<file path="src/rtl/rc4_pkg.sv">
// ----------------------------------------------------------------------------
// rc4_pkg - shared constants for the RC4 stream cipher
// Field widths, permutation size and input mode codes.
// ----------------------------------------------------------------------------
package rc4_pkg;

	// Byte and index widths
	localparam int DATA_W     = 8;
	localparam int IDX_W      = 8;
	localparam int PERM_DEPTH = 256;

	// Configuration register width
	localparam int KEY_W = 64;

	// Input mode codes
	localparam logic MODE_RESTART = 1'b0;
	localparam logic MODE_DATA    = 1'b1;

endpackage

</file>
<file path="src/rtl/rc4_ifs.sv">
// ----------------------------------------------------------------------------
// rc4_ifs - valid/ready channel interfaces for the RC4 stream cipher
// Request, response and key write channels, each with source and sink views.
// ----------------------------------------------------------------------------

// Request channel: one mode bit and one data byte per transaction
interface rc4_req_if
	import rc4_pkg::*;
();
	logic              valid;
	logic              ready;
	logic              mode;
	logic [DATA_W-1:0] data_byte;

	modport source (output valid, output mode, output data_byte, input ready);
	modport sink   (input valid, input mode, input data_byte, output ready);
endinterface

// Response channel: one processed byte per transaction
interface rc4_rsp_if
	import rc4_pkg::*;
();
	logic              valid;
	logic              ready;
	logic [DATA_W-1:0] out_byte;
	logic              not_keyed;

	modport source (output valid, output out_byte, output not_keyed, input ready);
	modport sink   (input valid, input out_byte, input not_keyed, output ready);
endinterface

// Key write channel: one 64-bit key per transaction
interface rc4_cfg_if
	import rc4_pkg::*;
();
	logic             valid;
	logic             ready;
	logic [KEY_W-1:0] cipher_key;

	modport source (output valid, output cipher_key, input ready);
	modport sink   (input valid, input cipher_key, output ready);
endinterface

</file>
<file path="src/rtl/rc4_stream_cipher.sv">
// ----------------------------------------------------------------------------
// rc4_stream_cipher - RC4 keystream generator and byte XOR
// Key schedule and byte generation over one 256 x 8 permutation RAM.
// ----------------------------------------------------------------------------
//
//  Channel  Direction  Payload               Transaction
//  req      sink       mode, data_byte       restart (mode 0) or one byte (mode 1)
//  rsp      source     out_byte, not_keyed   one result per byte request
//  cfg      sink       cipher_key            key write, always ready
//
//  Byte request: states S_P1, S_P2 and S_P3 do the read-modify-write of the swap
//  on the single-read, single-write permutation RAM; the next request is taken in S_P3.
//  Restart: S_FILL writes all 256 entries, then S_KA to S_KD run once per key schedule entry, no request taken.
//  Reset clears both indices and the keyed flag; the permutation is undefined
//  until a restart. Unkeyed bytes are registered straight through at accept.
//  A full response register stalls the request side; the key port never stalls.
//
module rc4_stream_cipher
	import rc4_pkg::*;
#(
	parameter int KEY_BYTES = 8
) (
	input  logic    clk,
	input  logic    arst_n,
	rc4_req_if.sink req,
	rc4_rsp_if.source rsp,
	rc4_cfg_if.sink cfg
);

	localparam int KIDX_W = (KEY_BYTES > 1) ? $clog2(KEY_BYTES) : 1;
	localparam logic [KIDX_W-1:0] KIDX_LAST = KIDX_W'(KEY_BYTES - 1);
	localparam logic [IDX_W-1:0]  IDX_LAST  = IDX_W'(PERM_DEPTH - 1);

	typedef enum logic [8:0] {
		S_IDLE = 9'b000000001,
		S_FILL = 9'b000000010,
		S_KA   = 9'b000000100,
		S_KB   = 9'b000001000,
		S_KC   = 9'b000010000,
		S_KD   = 9'b000100000,
		S_P1   = 9'b001000000,
		S_P2   = 9'b010000000,
		S_P3   = 9'b100000000
	} state_t;

	state_t state_q;

	// Control state
	logic [IDX_W-1:0]  i_q, j_q, n_q, acc_q;
	logic [KIDX_W-1:0] kidx_q;
	logic              keyed_q;
	logic              fwd_q;
	logic [KEY_W-1:0]  key_q;
	logic              rsp_valid_q;

	// Payload registers
	logic [DATA_W-1:0] si_q, sj_q, sn_q, t_q, data_q;
	logic [DATA_W-1:0] out_byte_q;
	logic              not_keyed_q;

	// RAM port
	logic              wr_en, rd_en;
	logic [IDX_W-1:0]  wr_addr, rd_addr;
	logic [DATA_W-1:0] wr_data, rd_data;

	// Datapath
	logic              out_free, in_ready, accept;
	logic              start_data, pass, restart, load_out;
	logic [IDX_W-1:0]  i_inc, acc_nx, j_nx, t_nx;
	logic [DATA_W-1:0] si, ks, key_byte;

	rc4_ram #(
		.WIDTH (DATA_W),
		.DEPTH (PERM_DEPTH)
	) u_perm (
		.clk     (clk),
		.wr_en   (wr_en),
		.wr_addr (wr_addr),
		.wr_data (wr_data),
		.rd_en   (rd_en),
		.rd_addr (rd_addr),
		.rd_data (rd_data)
	);

	// Handshake decode
	assign out_free   = !rsp_valid_q || rsp.ready;
	assign in_ready   = out_free && (state_q == S_IDLE || state_q == S_P3);
	assign accept     = req.valid && in_ready;
	assign restart    = accept && (req.mode == MODE_RESTART);
	assign start_data = accept && (req.mode == MODE_DATA) && keyed_q;
	assign pass       = accept && (req.mode == MODE_DATA) && !keyed_q;
	assign load_out   = pass || (state_q == S_P3 && out_free);

	assign req.ready = in_ready;
	assign cfg.ready = 1'b1;

	// Key byte for the current schedule position, cycled over KEY_BYTES
	assign key_byte = key_q[{kidx_q, 3'b000} +: DATA_W];

	// Step arithmetic
	assign i_inc  = i_q + IDX_W'(1);
	assign acc_nx = acc_q + rd_data + key_byte;
	assign si     = fwd_q ? si_q : rd_data;
	assign j_nx   = j_q + si;
	assign t_nx   = si_q + rd_data;

	// Keystream byte: forward around the swap writes not yet seen by the read
	always_comb begin
		if (t_q == j_q) begin
			ks = si_q;
		end else if (t_q == i_q) begin
			ks = sj_q;
		end else begin
			ks = rd_data;
		end
	end

	// RAM address and write control
	always_comb begin
		wr_en   = 1'b0;
		wr_addr = n_q;
		wr_data = n_q;
		rd_en   = 1'b0;
		rd_addr = i_inc;
		unique case (state_q)
			S_IDLE: begin
				rd_en = start_data;
			end
			S_FILL: begin
				wr_en = 1'b1;
			end
			S_KA: begin
				rd_en   = 1'b1;
				rd_addr = n_q;
			end
			S_KB: begin
				rd_en   = 1'b1;
				rd_addr = acc_nx;
			end
			S_KC: begin
				wr_en   = 1'b1;
				wr_data = rd_data;
			end
			S_KD: begin
				wr_en   = 1'b1;
				wr_addr = acc_q;
				wr_data = sn_q;
			end
			S_P1: begin
				rd_en   = 1'b1;
				rd_addr = j_nx;
			end
			S_P2: begin
				wr_en   = 1'b1;
				wr_addr = i_q;
				wr_data = rd_data;
				rd_en   = 1'b1;
				rd_addr = t_nx;
			end
			S_P3: begin
				wr_en   = 1'b1;
				wr_addr = j_q;
				wr_data = si_q;
				rd_en   = start_data;
			end
			default: begin
				wr_en = 1'b0;
				rd_en = 1'b0;
			end
		endcase
	end

	// Sequencer and control registers
	always_ff @(posedge clk or negedge arst_n) begin
		if (!arst_n) begin
			state_q <= S_IDLE;
			i_q     <= '0;
			j_q     <= '0;
			n_q     <= '0;
			acc_q   <= '0;
			kidx_q  <= '0;
			keyed_q <= 1'b0;
			fwd_q   <= 1'b0;
		end else begin
			unique case (state_q)
				S_IDLE: begin
					if (restart) begin
						n_q     <= '0;
						state_q <= S_FILL;
					end else if (start_data) begin
						i_q     <= i_inc;
						fwd_q   <= 1'b0;
						state_q <= S_P1;
					end
				end
				S_FILL: begin
					n_q <= n_q + IDX_W'(1);
					if (n_q == IDX_LAST) begin
						acc_q   <= '0;
						kidx_q  <= '0;
						state_q <= S_KA;
					end
				end
				S_KA: begin
					state_q <= S_KB;
				end
				S_KB: begin
					acc_q   <= acc_nx;
					state_q <= S_KC;
				end
				S_KC: begin
					state_q <= S_KD;
				end
				S_KD: begin
					n_q    <= n_q + IDX_W'(1);
					kidx_q <= (kidx_q == KIDX_LAST) ? '0 : kidx_q + KIDX_W'(1);
					if (n_q == IDX_LAST) begin
						i_q     <= '0;
						j_q     <= '0;
						keyed_q <= 1'b1;
						state_q <= S_IDLE;
					end else begin
						state_q <= S_KA;
					end
				end
				S_P1: begin
					j_q     <= j_nx;
					state_q <= S_P2;
				end
				S_P2: begin
					state_q <= S_P3;
				end
				S_P3: begin
					if (out_free) begin
						if (start_data) begin
							// next entry read races the pending S[j] write
							i_q     <= i_inc;
							fwd_q   <= (i_inc == j_q);
							state_q <= S_P1;
						end else if (restart) begin
							n_q     <= '0;
							state_q <= S_FILL;
						end else begin
							state_q <= S_IDLE;
						end
					end
				end
				default: begin
					state_q <= S_IDLE;
				end
			endcase
		end
	end

	// Key register
	always_ff @(posedge clk or negedge arst_n) begin
		if (!arst_n) begin
			key_q <= '0;
		end else if (cfg.valid) begin
			key_q <= cfg.cipher_key;
		end
	end

	// Response valid
	always_ff @(posedge clk or negedge arst_n) begin
		if (!arst_n) begin
			rsp_valid_q <= 1'b0;
		end else if (load_out) begin
			rsp_valid_q <= 1'b1;
		end else if (rsp.ready) begin
			rsp_valid_q <= 1'b0;
		end
	end

	// Payload captures
	always_ff @(posedge clk) begin
		if (accept) begin
			data_q <= req.data_byte;
		end
		if (state_q == S_KB) begin
			sn_q <= rd_data;
		end
		if (state_q == S_P1) begin
			si_q <= si;
		end
		if (state_q == S_P2) begin
			sj_q <= rd_data;
			t_q  <= t_nx;
		end
		if (pass) begin
			out_byte_q  <= req.data_byte;
			not_keyed_q <= 1'b1;
		end else if (load_out) begin
			out_byte_q  <= data_q ^ ks;
			not_keyed_q <= 1'b0;
		end
	end

	assign rsp.valid     = rsp_valid_q;
	assign rsp.out_byte  = out_byte_q;
	assign rsp.not_keyed = not_keyed_q;

	// A blocked result keeps the last swap stage waiting
	a_p3_hold: assert property (@(posedge clk) disable iff (!arst_n)
		(state_q == S_P3 && !out_free) |=> (state_q == S_P3))
		else $error("byte step left stage 3 with response register full");

	// Schedule end clears both indices and marks the block keyed
	a_ksa_done: assert property (@(posedge clk) disable iff (!arst_n)
		(state_q == S_KD && n_q == IDX_LAST) |=>
		(keyed_q && i_q == '0 && j_q == '0 && state_q == S_IDLE))
		else $error("key schedule did not finish cleanly");

	// Byte steps run only after a key schedule
	a_step_keyed: assert property (@(posedge clk) disable iff (!arst_n)
		(state_q == S_P1 || state_q == S_P2 || state_q == S_P3) |-> keyed_q)
		else $error("byte step without key schedule");

	// No permutation write while idle
	a_idle_nowr: assert property (@(posedge clk) disable iff (!arst_n)
		(state_q == S_IDLE) |-> !wr_en)
		else $error("permutation written while idle");

endmodule

</file>
<file path="src/rtl/rc4_ram.sv">
// ----------------------------------------------------------------------------
// rc4_ram - generic simple dual-port RAM
// One write port and one read port; read data registered, read-before-write.
// ----------------------------------------------------------------------------
module rc4_ram #(
	parameter int WIDTH = 8,
	parameter int DEPTH = 256
) (
	input  logic                     clk,
	input  logic                     wr_en,
	input  logic [$clog2(DEPTH)-1:0] wr_addr,
	input  logic [WIDTH-1:0]         wr_data,
	input  logic                     rd_en,
	input  logic [$clog2(DEPTH)-1:0] rd_addr,
	output logic [WIDTH-1:0]         rd_data
);

	logic [WIDTH-1:0] mem [DEPTH];

	// Same-address read returns the old contents
	always_ff @(posedge clk) begin
		if (rd_en) begin
			rd_data <= mem[rd_addr];
		end
		if (wr_en) begin
			mem[wr_addr] <= wr_data;
		end
	end

endmodule
</file>
<file path="src/flat_wrapper.sv">
// flat-port wrapper written by rule: the top's interface ports become plain ports
module rc4_stream_cipher_flat import rc4_pkg::*;
#(
	parameter int KEY_BYTES = 8
)
  (clk, arst_n, req_valid, req_mode, req_data_byte, req_ready, rsp_valid, rsp_out_byte, rsp_not_keyed, rsp_ready, cfg_valid, cfg_cipher_key, cfg_ready);
  rc4_req_if req_i ();
  rc4_rsp_if rsp_i ();
  rc4_cfg_if cfg_i ();
  input  logic clk;
  input  logic arst_n;
  input wire logic [$bits(req_i.valid)-1:0] req_valid;
  input wire logic [$bits(req_i.mode)-1:0] req_mode;
  input wire logic [$bits(req_i.data_byte)-1:0] req_data_byte;
  output wire logic [$bits(req_i.ready)-1:0] req_ready;
  output wire logic [$bits(rsp_i.valid)-1:0] rsp_valid;
  output wire logic [$bits(rsp_i.out_byte)-1:0] rsp_out_byte;
  output wire logic [$bits(rsp_i.not_keyed)-1:0] rsp_not_keyed;
  input wire logic [$bits(rsp_i.ready)-1:0] rsp_ready;
  input wire logic [$bits(cfg_i.valid)-1:0] cfg_valid;
  input wire logic [$bits(cfg_i.cipher_key)-1:0] cfg_cipher_key;
  output wire logic [$bits(cfg_i.ready)-1:0] cfg_ready;
  assign req_i.valid = req_valid;
  assign req_i.mode = req_mode;
  assign req_i.data_byte = req_data_byte;
  assign req_ready = req_i.ready;
  assign rsp_valid = rsp_i.valid;
  assign rsp_out_byte = rsp_i.out_byte;
  assign rsp_not_keyed = rsp_i.not_keyed;
  assign rsp_i.ready = rsp_ready;
  assign cfg_i.valid = cfg_valid;
  assign cfg_i.cipher_key = cfg_cipher_key;
  assign cfg_ready = cfg_i.ready;
  rc4_stream_cipher #(.KEY_BYTES(KEY_BYTES)) u_core (.clk(clk), .arst_n(arst_n), .req(req_i), .rsp(rsp_i), .cfg(cfg_i));
endmodule
</file>
<file path="config.mk">
export PLATFORM = sky130hd
export DESIGN_NAME = rc4_stream_cipher_flat
export DESIGN_NICKNAME = d
export VERILOG_FILES = /design/src/rtl/rc4_pkg.sv /design/src/rtl/rc4_ifs.sv /design/src/rtl/rc4_stream_cipher.sv /design/src/rtl/rc4_ram.sv /design/src/flat_wrapper.sv
export SDC_FILE = /design/constraint.sdc
export NUM_CORES = 2
export LEC_CHECK = 0
export BUFFER_PORTS_ARGS = -buffer_cell sky130_fd_sc_hd__buf_2
export CORE_AREA = 2 2 465 352
export CTS_CLUSTER_SIZE = 28
export DETAILED_ROUTE_END_ITERATION = 12
export DIE_AREA = 0 0 467 354
export HOLD_SLACK_MARGIN = 0.02
export PLACE_DENSITY = 0.75
export SLEW_MARGIN = 25
export SYNTH_ARGS = -nofsm -noshare
export SYNTH_HDL_FRONTEND = slang
export SYNTH_SLANG_ARGS = --single-unit
</file>
<file path="constraint.sdc">
create_clock -name clk -period 14.2 [get_ports clk]
set_input_delay 2.84 -clock clk [delete_from_list [all_inputs] [get_ports clk]]
set_output_delay 2.84 -clock clk [all_outputs]
set_load 0.01 [all_outputs]
</file>
Word-level counts from Yosys, hierarchy flattened
Memory sizes are Yosys's and may differ from the RTL's. A register that Yosys moved wholly into a read port is not among the register bits.
Cells that the tools add are included.

word-level totals
  memories = 1
  flip-flop bits (word level) = 160
  RAM bits = 2048
  output and inout bits = 12
  input bits = 78

memories
  name               depth  width  rd ports  clocked after memory_dff  wr ports  RTL line       text
  u_core.u_perm.mem  256    8      1         1                         1         rc4_ram.sv:18  logic [WIDTH-1:0] mem [DEPTH];

cells by class
  $add $sub $neg = 7
  shifts and indexed selects = 1
  muxes and demuxes = 41
  bitwise operators = 2
  eq/ne operators = 22
  reduce and logical (&&, ||, !) cells = 33

operators with widths
  operator                                                                  count
  8-bit two-way mux                                                         12
  8-bit one-hot mux with 3 select lines                                     4
  9-bit one-hot mux with 9 select lines                                     1
  64-bit by 7-bit variable part select with 8-bit output                    1
  9-bit two-way mux                                                         5
  8-bit adder                                                               4
  8-bit one-hot mux with 2 select lines                                     2
  8-bit one-hot mux with 4 select lines                                     1
  8-bit == test                                                             3
  8-bit by 1-bit adder with 8-bit output (second input constant)            2
  2-bit nonzero test                                                        6
  2-bit by 1-bit inequality test with 1-bit output (second input constant)  5
  9-bit by 1-bit == test with 1-bit output (second input constant)          1
  9-bit by 2-bit == test with 1-bit output (second input constant)          1
  9-bit by 3-bit == test with 1-bit output (second input constant)          1
  9-bit by 4-bit == test with 1-bit output (second input constant)          1
  9-bit by 5-bit == test with 1-bit output (second input constant)          1
  9-bit by 6-bit == test with 1-bit output (second input constant)          1
  9-bit by 7-bit == test with 1-bit output (second input constant)          1
  9-bit by 8-bit == test with 1-bit output (second input constant)          1
  9-bit == test (second input constant)                                     1
  1-bit two-way mux                                                         9
  3-bit two-way mux                                                         3
  8-bit == test (second input constant)                                     1
  20 further kinds                                                          38

Depth between registers and ports, before layout
  word-level depth = 9
  mapped depth = 22
  gate-level depth less buffers = 17

By module
From an unflattened synthesis, not the netlist that was laid out.

unflattened totals
  cell total of the unflattened synthesis = 4518
  area, all modules = 88688.8 µm²

modules (own cells, without submodules)
  module             area an instance (µm²)  times used  seq. area each (µm²)  cells an instance
  rc4_ram            79636.4                 1           61739.2               3733
  rc4_stream_cipher  9052.4                  1           4240.3                785

Least setup slack after synthesis
No wires, ideal clock.

  kind = reg2reg
  start point = register u_core.state_q[0]
  end point = memory u_core.u_perm.mem[0][6] (data pin)
  stages on the path, launching flop included = 10
  setup slack = 33 ps
  arrival = 11978 ps
  path buffers = 3
  path through = dfstp_2 > nor3_4 > nand3_1 > buf_2 > inv_1 > clkbuf_1 > nor3_1 > nand2_1 > clkbuf_1 > o21ai_0

between the ends
  cells in the longest elaborated chain, start to end = 3
  elaborated cells on any way between the ends = 6

ends and longest elaborated chain
  element                                                                                               RTL line                  text
  start: declaration                                                                                    rc4_stream_cipher.sv:46   state_t state_q;
  start signal: assignment                                                                              rc4_stream_cipher.sv:176  state_q <= S_IDLE;
  start signal: assignment                                                                              rc4_stream_cipher.sv:189  state_q <= S_FILL;
  start signal: assignment                                                                              rc4_stream_cipher.sv:193  state_q <= S_P1;
  9-bit by 5-bit == test with 1-bit output or 9-bit by 8-bit == test with 1-bit output (tied branches)  rc4_stream_cipher.sv:125  unique case (state_q)
  2-bit OR reduction (no source line)                                                                   -
  8-bit one-hot mux with 3 select lines *                                                               rc4_stream_cipher.sv:125
  via u_core.u_perm.wr_data[6]                                                                          rc4_ram.sv:12             input logic [WIDTH-1:0] wr_data,
  end: declaration                                                                                      rc4_ram.sv:18

Mark *: on every way through the listed nets, which the timed path passes. The rest lies on a longest branch.

Final worst setup path
  start point = register u_core.kidx_q[0]
  end point = register u_core.u_perm.rd_data[5], read port of u_core.u_perm.mem (data pin)

between the ends
  cells in the longest elaborated chain, start to end = 3

ends and longest elaborated chain
  element                                                 RTL line                  text
  start: declaration                                      rc4_stream_cipher.sv:50   logic [KIDX_W-1:0] kidx_q;
  start signal: assignment                                rc4_stream_cipher.sv:216  kidx_q <= (kidx_q == KIDX_LAST) ? '0 : kidx_q + KIDX_W'(1);
  64-bit by 7-bit variable part select with 8-bit output  rc4_stream_cipher.sv:98   assign key_byte = key_q[{kidx_q, 3'b000} +: DATA_W];
  8-bit adder                                             rc4_stream_cipher.sv:102  assign acc_nx = acc_q + rd_data + key_byte;
  8-bit one-hot mux with 4 select lines                   rc4_stream_cipher.sv:125
  end: declaration                                        rc4_ram.sv:15             output logic [WIDTH-1:0] rd_data

No other way between the ends.
A chain may end at the register's enable or synchronous reset.

==> reports/results.txt <==
Outcome -> finished, final reports clean
Main synth FF type -> edfxtp_1
Final Setup Violations -> 0
Routed Antenna Nets -> 0
Worst setup EP type -> register
Top-area cell type share of the netlist area -> 0.6942
Post-CTS sizing -> 0
Post-Syn Nets -> 6,943
Htree depth -> 4
CTS tree -> built
Worst-path clk slew -> 0.07 ns
Final global-route overflow total -> 0
Biggest register -> u_core.u_perm.mem
Die Y -> 354 um
CP Max Fanout -> 35
Final Critical Period -> 7.689 ns
Starting Density -> 0.5655
Initial antenna violation count -> 11
Post-Route Utilization -> 0.6189
Actual slew at the worst max-slew pin -> 1.236 ns
CP startpoint -> u_core.kidx_q[0]
Max rail drop VDD -> 0.0001403 V
Num ports -> 90
Vias per std cell -> 6.632
CTS Buffer Depth -> 3
Flop-to-flop setup slack -> 6.51 ns
Pleak -> 33.59 nW
Cell taking the most area after synthesis -> edfxtp_1
Placed cells -> 8,740
Setup TNS -> 0 ns
Fin crit share -> 0.5415
Biggest regs -> u_core.u_perm.mem (2048), u_core.key_q (64), u_core.state_q (9)
Core area -> 161,000 um2
Fin. max-slew vios -> 0
Nets -> 6,913
Detailed Route WL -> 267,300 um
R2R Path End -> u_core.u_perm.rd_data[5]
Max Cap Violations -> 0
RSZ-0062 raised after global routing -> false
Die Width -> 467 um
Mapped cell area -> 91,010 um2
Area grow syn2layout -> 9.446%
Power density over the cells -> 128.8 nW/um2
Post-CTS Setup Repair Bufs -> 0
CTS Buf Count -> 198
Tot GR Track Use -> 0.3189
Max reg flops -> 2,048
Synth area leaders -> edfxtp_1 69%, nand2_1 7.2%, nand3_1 3.6%, dfrtp_1 3.0%, mux2i_1 2.6%
EDFF count, synth -> 2,104
CTS root buf -> clkbuf_16
Min Hold Slack -> 0.4655 ns
Final cell count without fillers -> 9,119
Number of global-route vias before repair -> 55,982
Wirelength per Cell -> 29.31 um
TritonRoute pass-1 iters -> 7
WP data required -> 14.86 ns
Post-synth ARST share -> 0.05009
Syn avg cell area -> 13.33 um2
Largest net degree at the start of global routing -> 221
Final hold viol count -> 0
Crit path to -> u_core.u_perm.rd_data[5]
Launching point of the worst reg2reg path -> u_core.kidx_q[0]
Hold/Removal Path Class -> register to register
Detailed Place HPWL -> 157,200 um
Yosys warnings -> 0
Via count -> 60,474
Worst-skew pair later-pin latency -> 0.88 ns
Synthesized flop and latch total -> 2,216
Post-Syn Instances -> 6,830
CP Class -> register to register
Cell Rows -> 128
Global-route wire length before repair -> 384,800 um
GPL Wtd Cong -> 0.9472
R2R depth -> 18
Startpoint Class -> register
Hold buffer count at cts -> 0
Crit path DAT -> 8.35 ns
# DRC -> 0
Total clock sinks -> 2,216
Maximum clock rate -> 130.1 MHz
Fraction of layout cells with a size suffix above 1 -> 0.09544
Relative slew slack -> 0.1748
Register area share after synthesis -> 0.7249
Input/output buffers -> 88
Distinct cell type count after synthesis -> 93
DR iter-0 viols -> 11,443
Die area -> 165,300 um2
Clock skew -> 0.04517 ns
-- final cells by class --
cell class | instances | area [um2]
clock inverter | 117 | 902.1
antenna | 6 | 15.01
clock buffer | 251 | 5206
inverter | 31 | 116.4
multi-input combinational | 4144 | 23150
tap | 2145 | 2684
fill | 11546 | 61340
timing repair buffer | 209 | 1560
sequential | 2216 | 65980
-- placed cells by master, fill, tap and decap left out, types with 89 or more instances in the layout --
cell type | Yosys | routed
mux2i_1 | 234 | 234
dfrtp_1 | 110 | 110
and3_1 | 130 | 130
nor2_1 | 324 | 312
nand3_1 | 655 | 647
a21oi_1 | 110 | 106
buf_2 | 173 | 89
edfxtp_1 | 2104 | 2104
clkbuf_16 | 0 | 200
nand2_1 | 1743 | 1738
a31oi_1 | 145 | 144
buf_4 | 36 | 102
-- stage by stage --
| step | area (um2) | worst slack [ns] | power, mW |
|---|---|---|---|
| 4_1_cts | 99480 | 6.624 | 12.80 |
| 2_1_floorplan | 91010 | 0.03263 | 7.676 |
| 5_1_grt | 99600 | 6.292 | 13.07 |
| 3_5_place_dp | 93380 | 6.649 | 7.771 |
| 3_3_place_gp | 93320 | 6.278 | 7.758 |
| 6_report | 99610 | 6.511 | 12.83 |
-- worst max-delay path: stages, from the launching register on --
cell and delay, ns:
dfrtp_1 0.33, buf_4 0.32, mux4_2 0.58, mux2i_1 0.38, fa_1 0.50, inv_1 0.10, ha_1 0.18, fa_1 0.43
a22oi_1 0.20, o22ai_1 0.17, o21a_4 0.40, buf_4 0.41, nor2_4 0.81, buf_4 0.81, a32oi_1 0.42, a31oi_1 0.61
nor4_1 0.19, o21a_1 0.34, a311oi_1 0.30
-- layer usage --
| metal | track usage | wire length [um] |
|---|---|---|
| met5 | 0.008290 | 223 |
| met4 | 0.1248 | 11040 |
| met3 | 0.1215 | 44200 |
| met2 | 0.4371 | 112700 |
| met1 | 0.4599 | 99140 |
-- kinds of logic (layout without fill, tap and decap cells) --
| logic type | after synthesis | count (layout) | share of synthesized area |
|---|---|---|---|
| AO/OA/AOI/OAI | 686 | 686 | 0.05401 |
| AND/OR/NAND/NOR | 3018 | 3018 | 0.1422 |
| buffers and inverters | 470 | 608 | 0.02425 |
| multiplexers | 346 | 346 | 0.04330 |
| adder cells (fa/ha/maj) | 35 | 35 | 0.005636 |
| other | 1 | 7 | 0.00004120 |
| XOR/XNOR | 58 | 58 | 0.005581 |
| flip-flops | 2216 | 2216 | 0.7249 |
-- synthesized netlist by cell type (64+ instances only) --
library cell,count
nand2_1,1743
nand3_1,655
and3_1,130
a21oi_1,110
nor2_1,324
dfrtp_1,110
a311oi_1,82
clkbuf_1,181
a31oi_1,145
a32oi_1,82
edfxtp_1,2104
buf_2,173
mux2i_1,234
o21ai_0,64
mux2_2,82
-- power breakdown --
group          internal, mW  total, mW  switching, mW
sequential             7.28       7.30         0.0186
clock                  2.75       5.18           2.43
combinational        0.0656      0.354          0.289
-- worst min-delay path by stage --
stage | slack [ns] | cells past startpoint | startpoint | endpoint
2_1_floorplan | 0.48 | 1 | u_core.key_q[52] | u_core.key_q[52]
3_3_place_gp | 0.45 | 2 | u_core.rsp.not_keyed | u_core.rsp.not_keyed
3_5_place_dp | 0.45 | 2 | u_core.rsp.not_keyed | u_core.rsp.not_keyed
4_1_cts | 0.46 | 2 | u_core.rsp.not_keyed | u_core.rsp.not_keyed
5_1_grt | 0.50 | 2 | u_core.rsp.not_keyed | u_core.rsp.not_keyed
6_report | 0.47 | 2 | u_core.rsp.not_keyed | u_core.rsp.not_keyed
No activity file was read; power rests on OpenSTA's default activity.
